<file path="config.mk">
export PLATFORM = sky130hd
export DESIGN_NAME = tts_ram
export DESIGN_NICKNAME = d
export VERILOG_FILES = /design/src/rtl/core/tts_ram.sv
export SDC_FILE = /design/constraint.sdc
export NUM_CORES = 2
export LEC_CHECK = 0
export BUFFER_PORTS_ARGS = -buffer_cell sky130_fd_sc_hd__buf_2
export CAP_MARGIN = 40
export CORE_MARGIN = 4
export CORE_UTILIZATION = 35
export CTS_BUF_LIST = sky130_fd_sc_hd__clkbuf_8
export DETAILED_ROUTE_END_ITERATION = 8
export PLACE_DENSITY_LB_ADDON = 0.08
export SKIP_LAST_GASP = 1
export SLEW_MARGIN = 0
export SYNTH_ARGS = -nofsm -noshare
export SYNTH_HDL_FRONTEND = slang
export SYNTH_SLANG_ARGS = --single-unit
</file>
<file path="constraint.sdc">
create_clock -name clk -period 4 [get_ports clk]
set_input_delay 0.6 -clock clk [delete_from_list [all_inputs] [get_ports clk]]
set_output_delay 0.6 -clock clk [all_outputs]
set_load 0.1 [all_outputs]
</file>
<file path="src/rtl/core/tts_ram.sv">
// ----------------------------------------------------------------------------
// tts_ram
// generic single-port ram with registered read
// ----------------------------------------------------------------------------
module tts_ram #(
  parameter int WIDTH = 32,
  parameter int DEPTH = 64
) (
  input  logic                     clk,
  input  logic                     we,
  input  logic [$clog2(DEPTH)-1:0] addr,
  input  logic [WIDTH-1:0]         wdata,
  output logic [WIDTH-1:0]         rdata
);
  logic [WIDTH-1:0] mem [DEPTH];

  always_ff @(posedge clk) begin
    if (we) mem[addr] <= wdata;
    rdata <= mem[addr];
  end
endmodule

</file>
==> impl_metrics.env <==
export IMPL_status="finished, final reports clean"
export IMPL_r2r_start="mem[21][29]$_DFFE_PP_"
export IMPL_die_h_um=483
export IMPL_maxCapViolations=0
export IMPL_crit_family="buffers and inverters"
export IMPL_postSynth_asyncResetShare=0
export IMPL_cp_required_ps=3400
export IMPL_cp_max_fo=1
export IMPL_critical_path_class="flip-flop to output port"
export IMPL_slowest_stage="buf_2"
export IMPL_endpoint_kind="output port"
export IMPL_layout_drive_gt1_share=0.240
export IMPL_crit_path_max_incr_delay_ps=490
export IMPL_hold_path_startpoint="wdata[5]"
export IMPL_start_util=0.351
export IMPL_clock_latency_ps=1080
export IMPL_max_freq_mhz=376
export IMPL_crit_buf_inv=1
export IMPL_ys_ff_latch=2080
export IMPL_drc=0
export IMPL_stdcell_count=8049
export IMPL_fin_ws_ps=1340
export IMPL_grt_pass1_vias=44880
export IMPL_cts_resized=0
export IMPL_hpwl_um=148000
export IMPL_syn_avg_cell_area_um2=18.6
export IMPL_clock_power_share=0.398
export IMPL_worstHoldPathType="primary input to flip-flop"
export IMPL_ys_seq_area_frac=0.787
export IMPL_p_int_mw=34.3
export IMPL_drt_iter0_drc=3256
export IMPL_clkSinkCount=2080
export IMPL_rrSetupSlack_ps=1510
export IMPL_slew_viol_final=0
export IMPL_numCtsBuffers=376
export IMPL_grtUsageTotal=0.211
export IMPL_dp_cells=7364
export IMPL_worstPathArrival_ps=2060
export IMPL_core_um2=225000
export IMPL_fin_nets=4810
export IMPL_power_frac_comb=0.066
export IMPL_crit_cells=1
export IMPL_clkTransAtPathRegs_ps=60
export IMPL_crit_start="rdata[0]$_DFF_P_"
export IMPL_drt_vias_per_instance=5.38
export IMPL_drt_total_wl_um=249000
export IMPL_worstPathCellList="buf_2"
export IMPL_relSlewSlack=0.398
export IMPL_io_pins=72
export IMPL_p_switching_mw=10.9
export IMPL_crit_end="rdata[0]"
export IMPL_tightest_slew_ps=903
export IMPL_num_vias=43284
export IMPL_clock_skew_ps=71.1
export IMPL_rsz0062_at_grt="false"
export IMPL_pre_cts_slack_ps=317
export IMPL_hold_viol_final=0
export IMPL_min_period_ps=2660
export IMPL_grt_max_degree=75
export IMPL_ys_types=56
export IMPL_grt_overflow_total=0
export IMPL_tritoncts="yes"
export IMPL_wl_per_cell_um=30.9
export IMPL_synthFlopType="edfxtp_1"
export IMPL_syn_num_nets=4279
export IMPL_synthCells=4239
export IMPL_ys_top_cells_by_area="edfxtp_1, mux2i_1, mux4_2"
export IMPL_die_area_um2=233000
export IMPL_netSwitchingFraction=0.241
export IMPL_fin_crit_sh=0.664
export IMPL_cp_start_kind="flip-flop"
export IMPL_die_width_um=483
export IMPL_synth_edf_count=2048
export IMPL_antenna_found_initial=7
export IMPL_root_buffer="clkbuf_8"
export IMPL_grt_pass1_wl_um=349000
export IMPL_synth_top_area_frac=0.779
export IMPL_powerDensity_nw_per_um2=485
export IMPL_yosysTopAreaCell="edfxtp_1"
export IMPL_drtAntennaViolNets=0
export IMPL_first_pass_iters=6
export IMPL_reg2reg_to="rdata[29]$_DFF_P_"
export IMPL_yosys_warnings=0
export IMPL_setup_viol=0
export IMPL_cts_max_path_buffers=4
export IMPL_r2r_cells=6
export IMPL_gp_congestion=0.784
export IMPL_synth_area_um2=78900
export IMPL_p_leak_nw=30.6
export IMPL_rows=174
export IMPL_htreeDepth=5
export IMPL_area_delta_synth_final_pct=17.9
export IMPL_ir_drop_mv=0.364
export IMPL_io_buffers=71
export IMPL_p_seq_frac=0.536
==> cells in the final DEF, fill, tap and decap left out, types with 37 or more instances in the layout <==
cell type,synthesis,routed
mux4_2,96,96
buf_2,83,69
nor2_4,0,67
o21ai_0,84,84
o22ai_1,93,93
clkinv_2,0,37
a22oi_1,188,188
a31oi_1,43,43
clkbuf_8,0,396
mux2_2,147,147
a22o_1,66,66
mux2i_1,259,259
o22a_1,70,70
edfxtp_1,2048,2048
a21oi_1,121,121
nand3_1,54,53
buf_12,3,98
buf_4,8,260
and3_1,85,85
nor2_1,145,77
clkinv_1,0,86
inv_1,1,123
a221oi_1,175,175
==> metal layers <==
metal,track usage,up-vias,part of all wire
met1,0.289,22994,0.45
met4,0.0586,2,0.026
met2,0.350,1082,0.49
li1,-,18821,-
met5,0,-,0.000052
met3,0.0329,385,0.043
==> Yosys cell counts, types with 2 or more instances <==
cell type,instances
edfxtp_1,2048
mux2i_1,259
a22oi_1,188
a221oi_1,175
clkbuf_1,168
mux2_2,147
nor2_1,145
a21oi_1,121
mux4_2,96
o22ai_1,93
and3_1,85
o21ai_0,84
buf_2,83
o22a_1,70
a22o_1,66
nand3_1,54
a31oi_1,43
buf_1,33
dfxtp_1,32
nand2_1,28
nor3_1,22
nand2b_1,18
a211oi_1,17
a222oi_1,16
a2111oi_0,15
a221o_1,15
o2bb2ai_1,15
or4_1,15
nor4_1,14
or4b_1,14
buf_4,8
nor2b_1,8
o221ai_1,6
and2_1,5
or3_1,4
buf_12,3
nand4_1,3
and3b_1,2
buf_6,2
nand3b_1,2
o311ai_0,2
==> through the flow <==
step           hold WS, ps  area [um2]   util  power (mW)  TNS (ps)
2_1_floorplan          564       78900      -        26.2         0
3_3_place_gp           614       86000  0.383        27.7      -678
3_5_place_dp           617       86300  0.384        27.7         0
4_1_cts               10.8       93100  0.414        45.8         0
5_1_grt               61.9       93100  0.414        47.0         0
6_report               110       93100  0.414        45.2         0
==> flip-flops by register name, summed over array words and instances, names as in the netlist <==
signal	count
mem	2048
rdata	32
==> cell type report <==
cell class	count	area, um2
clock inverter	255	1110
multi-input combinational	1859	16100
timing repair buffer	451	4520
clock buffer	396	5450
fill	20279	132000
sequential	2080	62100
inverter	2	15.0
antenna	14	35.0
tap	2992	3740
==> power groups by stage <==
stage | clock network (mW) | logic, mW | registers (mW)
2_1_floorplan | 0 | 1.15 | 25.0
3_3_place_gp | 0 | 2.96 | 24.7
3_5_place_dp | 0 | 3.01 | 24.7
4_1_cts | 18.6 | 3.03 | 24.2
5_1_grt | 19.6 | 3.15 | 24.2
6_report | 18.0 | 2.97 | 24.2
==> worst min path at each step <==
| stage | end | slack (ps) | cells after the start |
|---|---|---|---|
| after detailed placement | rdata[23]$_DFF_P_ | 620 | 3 |
| after global routing | mem[23][5]$_DFFE_PP_ | 60 | 1 |
| after global placement | rdata[23]$_DFF_P_ | 610 | 3 |
| after floorplan | rdata[10]$_DFF_P_ | 560 | 4 |
| after CTS | mem[23][5]$_DFFE_PP_ | 10 | 1 |
| final | mem[23][5]$_DFFE_PP_ | 110 | 1 |
==> repair_timing <==
action,4_1_cts,5_1_grt
hold buffers,20,0
buffers inserted,0,0
hold endpoints to repair,294,0
==> cell families (layout without fill, tap and decap cells) <==
| group | count (synthesis) | count (layout) | share of synthesized area |
|---|---|---|---|
| DFF | 2080 | 2080 | 0.787 |
| other | 0 | 14 | 0 |
| buffers and inverters | 300 | 1104 | 0.0168 |
| and+or+nand+nor | 424 | 424 | 0.0281 |
| AOI/OAI and AO/OA | 933 | 933 | 0.0866 |
| muxes | 502 | 502 | 0.0812 |
Power figures use the tool's default switching activity.
