--- config.mk ---
export PLATFORM = sky130hd
export DESIGN_NAME = tts_div
export DESIGN_NICKNAME = d
export VERILOG_FILES = /design/src/rtl/core/tts_pkg.sv /design/src/rtl/core/tts_div.sv
export SDC_FILE = /design/constraint.sdc
export NUM_CORES = 1
export LEC_CHECK = 0
export ABC_CLOCK_PERIOD_IN_PS = 8100
export BUFFER_PORTS_ARGS = -buffer_cell sky130_fd_sc_hd__buf_2
export CAP_MARGIN = 20
export CORE_UTILIZATION = 46
export DETAILED_ROUTE_END_ITERATION = 10
export GPL_TIMING_DRIVEN = 0
export PLACE_DENSITY = 0.66
export SYNTH_ARGS = -nofsm -noshare
export SYNTH_HDL_FRONTEND = slang
export SYNTH_SLANG_ARGS = --single-unit
--- constraint.sdc ---
create_clock -name clk -period 8.1 [get_ports clk]
set_input_delay 0.81 -clock clk [delete_from_list [all_inputs] [get_ports clk]]
set_output_delay 0.81 -clock clk [all_outputs]
set_load 0.02 [all_outputs]
--- src/rtl/core/tts_pkg.sv ---
// ----------------------------------------------------------------------------
// tts_pkg
// shared constants, types and fixed-point helpers of the tridiagonal solver
// ----------------------------------------------------------------------------
package tts_pkg;

  localparam int MAX_ROWS_DEF  = 64;
  localparam int FRAC_BITS_DEF = 16;
  localparam int WORD_W        = 32;

  localparam logic [1:0] ST_OK       = 2'd0;
  localparam logic [1:0] ST_ZERO_PIV = 2'd1;
  localparam logic [1:0] ST_OVERFLOW = 2'd2;

  // request and answer of the shared divider
  // numerator carries one extra bit so that the negated most negative word fits
  typedef struct packed {
    logic              start;
    logic signed [WORD_W:0]   num;
    logic signed [WORD_W-1:0] den;
  } div_req_t;

  typedef struct packed {
    logic              done;
    logic              zero;
    logic signed [WORD_W-1:0] quo;
  } div_rsp_t;

  function automatic logic signed [WORD_W-1:0] sat32(input logic signed [65:0] v);
    logic signed [WORD_W-1:0] r;
    if (v > 66'sh0_7FFF_FFFF) r = 32'sh7FFF_FFFF;
    else if (v < -66'sh0_8000_0000) r = -32'sh8000_0000;
    else r = v[WORD_W-1:0];
    return r;
  endfunction

  // round to nearest, ties away from zero, of a full product
  function automatic logic signed [WORD_W-1:0] round_prod(
    input logic signed [63:0] prod, input int frac);
    logic [63:0] m;
    logic signed [65:0] s;
    m = prod[63] ? 64'(-prod) : 64'(prod);
    m = (m + (64'd1 << (frac - 1))) >> frac;
    s = prod[63] ? -$signed({2'b00, m}) : $signed({2'b00, m});
    return sat32(s);
  endfunction

endpackage

--- src/rtl/core/tts_div.sv ---
// ----------------------------------------------------------------------------
// tts_div
// restoring fixed-point divider, one quotient bit per cycle
// ----------------------------------------------------------------------------
module tts_div #(
  parameter int FRAC_BITS = tts_pkg::FRAC_BITS_DEF
) (
  input  logic              clk,
  input  logic              rst,
  input  tts_pkg::div_req_t req,
  output tts_pkg::div_rsp_t rsp
);
  import tts_pkg::*;

  // quotient of (2n<<f + d) / 2d: numerator up to 32+f+2 bits
  localparam int NW = WORD_W + FRAC_BITS + 2;
  localparam int CW = $clog2(NW + 1);

  logic [NW-1:0]     nreg;
  logic [NW-1:0]     qreg;
  logic [WORD_W+1:0] dreg;
  logic [WORD_W+2:0] rem;
  logic [CW-1:0]     cnt;
  logic              busy;
  logic              neg;
  logic [WORD_W+2:0] trial;
  logic [63:0]       qclip;
  logic signed [65:0] qs;

  always_comb begin
    trial = {rem[WORD_W+1:0], nreg[NW-1]} - {1'b0, dreg};
    qclip = (qreg > NW'(64'h1_0000_0000)) ? 64'h1_0000_0000 : 64'(qreg);
    qs    = neg ? -$signed({2'b00, qclip}) : $signed({2'b00, qclip});
  end

  always_ff @(posedge clk) begin
    if (rst) begin
      busy <= 1'b0;
      cnt  <= '0;
      dreg <= '0;
      rsp  <= '0;
    end else if (req.start) begin
      if (req.den == 0) begin
        rsp.done <= 1'b1;
        rsp.zero <= 1'b1;
        rsp.quo  <= '0;
      end else begin
        logic [WORD_W:0] nm, dm;
        nm = req.num[WORD_W] ? -req.num : req.num;
        dm = req.den[WORD_W-1] ? -{1'b1, req.den} : {1'b0, req.den};
        rsp.done <= 1'b0;
        neg  <= req.num[WORD_W] ^ req.den[WORD_W-1];
        nreg <= (NW'({nm, 1'b0}) << FRAC_BITS) + NW'(dm);
        dreg <= {dm, 1'b0};
        rem  <= '0;
        qreg <= '0;
        cnt  <= CW'(NW);
        busy <= 1'b1;
      end
    end else if (busy) begin
      rsp.done <= 1'b0;
      if (!trial[WORD_W+2]) begin
        rem  <= trial;
        qreg <= {qreg[NW-2:0], 1'b1};
      end else begin
        rem  <= {rem[WORD_W+1:0], nreg[NW-1]};
        qreg <= {qreg[NW-2:0], 1'b0};
      end
      nreg <= {nreg[NW-2:0], 1'b0};
      cnt  <= cnt - 1'b1;
      if (cnt == CW'(1)) busy <= 1'b0;
    end else if (cnt == '0 && qreg != '1 && rsp.done == 1'b0 && dreg != '0) begin
      rsp.done <= 1'b1;
      rsp.zero <= 1'b0;
      rsp.quo  <= sat32(qs);
      dreg     <= '0;
    end else begin
      rsp.done <= 1'b0;
    end
  end
endmodule

==> flow_summary.yaml <==
timing:
  max_freq_mhz: 161.0
  tightest_slew_ns: 0.8880
  hold_viol_final: 0
  maxSlewHeadroom_pct: 40.25
  timing.final.ws_setup_ns: 1.888
  finClkSkew_ns: 0.01463
  rsz0062_at_grt: "false"
  setup_viol: 0
  period_share_pct: 76.69
  slew_viol_final: 0
  min_period_ns: 6.212
clock_tree:
  clock_path_buffers: 3
  postCtsHoldBufs: 0
  cts_htree_levels: 1
  cts_resized: 0
  root_buffer: "clkbuf_16"
  cts_made_buffers: 25
  clk_pin_slew_ns: 0.06
  cts_tree: "built"
  clkLatencyLatePin_ns: 0.53
  cts_setup_buffers: 0
  clock-sinks: 209
synthesis:
  synth_common_cells: "150 x nand2_1, 142 x a21oi_1, 135 x edfxtp_1"
  synthXorXnorAreaFrac_pct: 8.083
  synth_area_um2: 13980
  ys.flop_type: "edfxtp_1"
  yosys.cell_count.top_type: "nand2_1"
  synth_edf_count: 135
  synth_adder_area_share_pct: 5.120
  netlist.top_cell.by_area: "edfxtp_1"
  async_flop_share_pct: 0
  synth_fp_nets: 1688
  synthMuxAreaShare_pct: 2.596
  yosysUniqueCellTypes: 80
  avgSynthCellArea_um2: 8.937
  synth_compound_area_share_pct: 20.12
  synth-seq-cells: 209
  synth-simple-area-share_pct: 19.68
  synth_top_family_by_area: "compound AO/OA/AOI/OAI gates"
  netlist_top_cells_area: "edfxtp_1 29%, dfxtp_1 11%, xnor2_1 6.3%"
  syn_inst: 1564
  yosysWarnings: 0
  synth_top_area_share_pct: 29.00
  ys_seq_area_share_pct: 39.60
placement:
  portBuffers: 100
  dpl_worst_slack_ns: 1.341
  hpwl_um: 30030
  gp_congestion: 0.9480
power:
  p_leak_uw: 0.005788
  ir_drop_uv: 144.2
  powerDensity_nw_per_um2: 202.6
  power_uw: 3215
floorplan:
  rows: 63
  io_pins: 102
  die_area_um2: 31090
  start_util_pct: 46.91
  core_area_um2: 29800
  die_w_um: 176.3
  die_y_um: 176.3
detailed_routing:
  post-route-drc-count: 0
  drt_iter0_markers: 1044
  drtAntennaViolNets: 0
  drt_pass1_iterations: 6
  routedWlPerCell_um: 18.70
  wl_um: 39370
  via_count: 12275
  vias_per_cell: 5.829
min_path:
  hold_class: "register to register"
  holdPathStages: 2
  hold_end: "rsp[14]$_SDFFE_PP0P_"
  hold_start: "rsp[14]$_SDFFE_PP0P_"
setup_path:
  critPathKind: "input port to register"
  start_kind: "input port"
  required_ns: 8.37
  rr_startpoint: "qreg[2]$_SDFFCE_PP0P_"
  timing.rr.end: "rsp[0]$_SDFFE_PP0P_"
  r2r_slack_ns: 3.16
  arrival_ns: 6.48
  rr_worst_depth: 16
  cp_max_fo: 6
  end_kind: "register"
global_route:
  grt_use_total_pct: 25.41
  grt_max_degree: 32
  antenna_found_initial: 1
  grt_overflow: 0
  grt_pass1_vias: 11612
  grt_pass1_wl_um: 62800
cells_and_area:
  fillers: 2783
  nets: 1820
  regArea_um2: 5535
  multi_input_area_um2: 7791
  drive_above_1_share_pct: 12.30
  areaGrowthSynthToFinish_pct: 13.55
outcome:
  status: "finished clean"
flow_run:
  cap_violations: 0
[cell families (layout without fill, tap and decap cells)]
kind of cell	Yosys count	count (layout)
AO/OA/AOI/OAI	442	442
XOR/XNOR	129	129
adder cells (fa/ha/maj)	56	56
buffers and inverters	171	322
flip-flops	209	209
multiplexers	33	33
other	1	2
AND/OR/NAND/NOR	523	523
[layer usage]
layer	global-route usage [%]	up-vias	part of all wire, %
met5	0	-	0
met1	37.14	5791	47
li1	-	6015	-
met4	6.449	0	2.3
met2	39.85	416	45
met3	2.735	53	6.1
[area by class of cell]
type / count / share of cell area, %
Multi-Input combinational cell: 1184 / 49.09
Sequential cell: 209 / 34.88
Clock buffer: 33 / 4.525
Timing Repair Buffer: 105 / 3.705
Tap cell: 390 / 3.074
Buffer: 86 / 2.184
Inverter: 85 / 2.010
Clock inverter: 13 / 0.5203
Antenna cell: 1 / 0.01577
[layout by cell type (no fill, tap or decap), types with 7 or more instances in the layout]
cell type / n
ha_1: 54
a21o_1: 21
nor2_1: 53
and3_1: 7
o31ai_1: 28
nand2_1: 150
xor2_1: 28
o41ai_1: 13
a21oi_1: 142
a31oi_1: 9
nand2b_1: 20
or3_1: 19
o21a_1: 19
inv_1: 83
clkbuf_16: 27
a211oi_1: 24
edfxtp_1: 135
mux2_2: 26
or4_1: 16
dfxtp_1: 74
a211o_1: 9
or2_2: 7
nand3_1: 67
buf_2: 104
nand4_1: 26
nor3_1: 39
clkbuf_1: 77
o211ai_1: 7
xnor2_1: 101
nor2b_1: 63
mux2i_1: 7
nor4_1: 22
o21ai_0: 106
a21boi_0: 8
a21boi_1: 10
[worst max-delay path by stage]
| stage | start | to | slack [ns] | cells past startpoint |
|---|---|---|---|---|
| after floorplan | req[0] | nreg[0]$_SDFFCE_PN0P_ | 1.70 | 12 |
| after global placement | req[0] | nreg[20]$_DFFE_PP_ | -0.88 | 13 |
| after detailed placement | req[1] | nreg[46]$_DFFE_PP_ | 1.34 | 19 |
| after CTS | req[1] | nreg[46]$_DFFE_PP_ | 1.87 | 19 |
| after global routing | req[1] | nreg[48]$_DFFE_PP_ | 1.56 | 19 |
| final | req[1] | nreg[46]$_DFFE_PP_ | 1.89 | 19 |
[critical path, cell delays in order]
cell,delay (ns)
buf_2,0.12
or2_2,0.29
or4_1,0.44
or4_1,0.50
nand2b_1,0.21
nand2b_1,0.24
or3_1,0.47
o21ai_0,0.23
xnor2_1,0.15
ha_1,0.41
nand2_1,0.08
a211oi_1,0.30
a21boi_0,0.19
o31a_1,0.38
o21a_1,0.25
nor4_1,0.79
nand3_1,0.19
xnor2_1,0.16
mux2_2,0.26
[registers in the layout (all words and copies together) (netlist names)]
register / count
cnt: 6
dreg: 33
qreg: 50
neg: 1
nreg: 50
rem: 34
rsp: 34
busy: 1
[report_power, final]
part	switching (µW)	internal [µW]	leakage, µW
clock network	456	630	0.000403
registers	55.8	1240	0.00192
logic	490	341	0.00347
total	1000	2210	0.00579
[metrics by stage]
stage          hold slack (ns)  area (µm²)  std cells  TNS (ns)  utilization, %
6_report                0.4375       15870       2106         0           53.27
5_1_grt                 0.4733       15870       2106         0           53.27
4_1_cts                 0.4386       15870       2105         0           53.26
3_5_place_dp            0.4307       15070       2059         0           50.57
3_3_place_gp            0.4288       14970       2054   -117.61           50.24
2_1_floorplan           0.4274       13980       1564         0               -
Note: power is estimated with default switching activity, not from simulation.
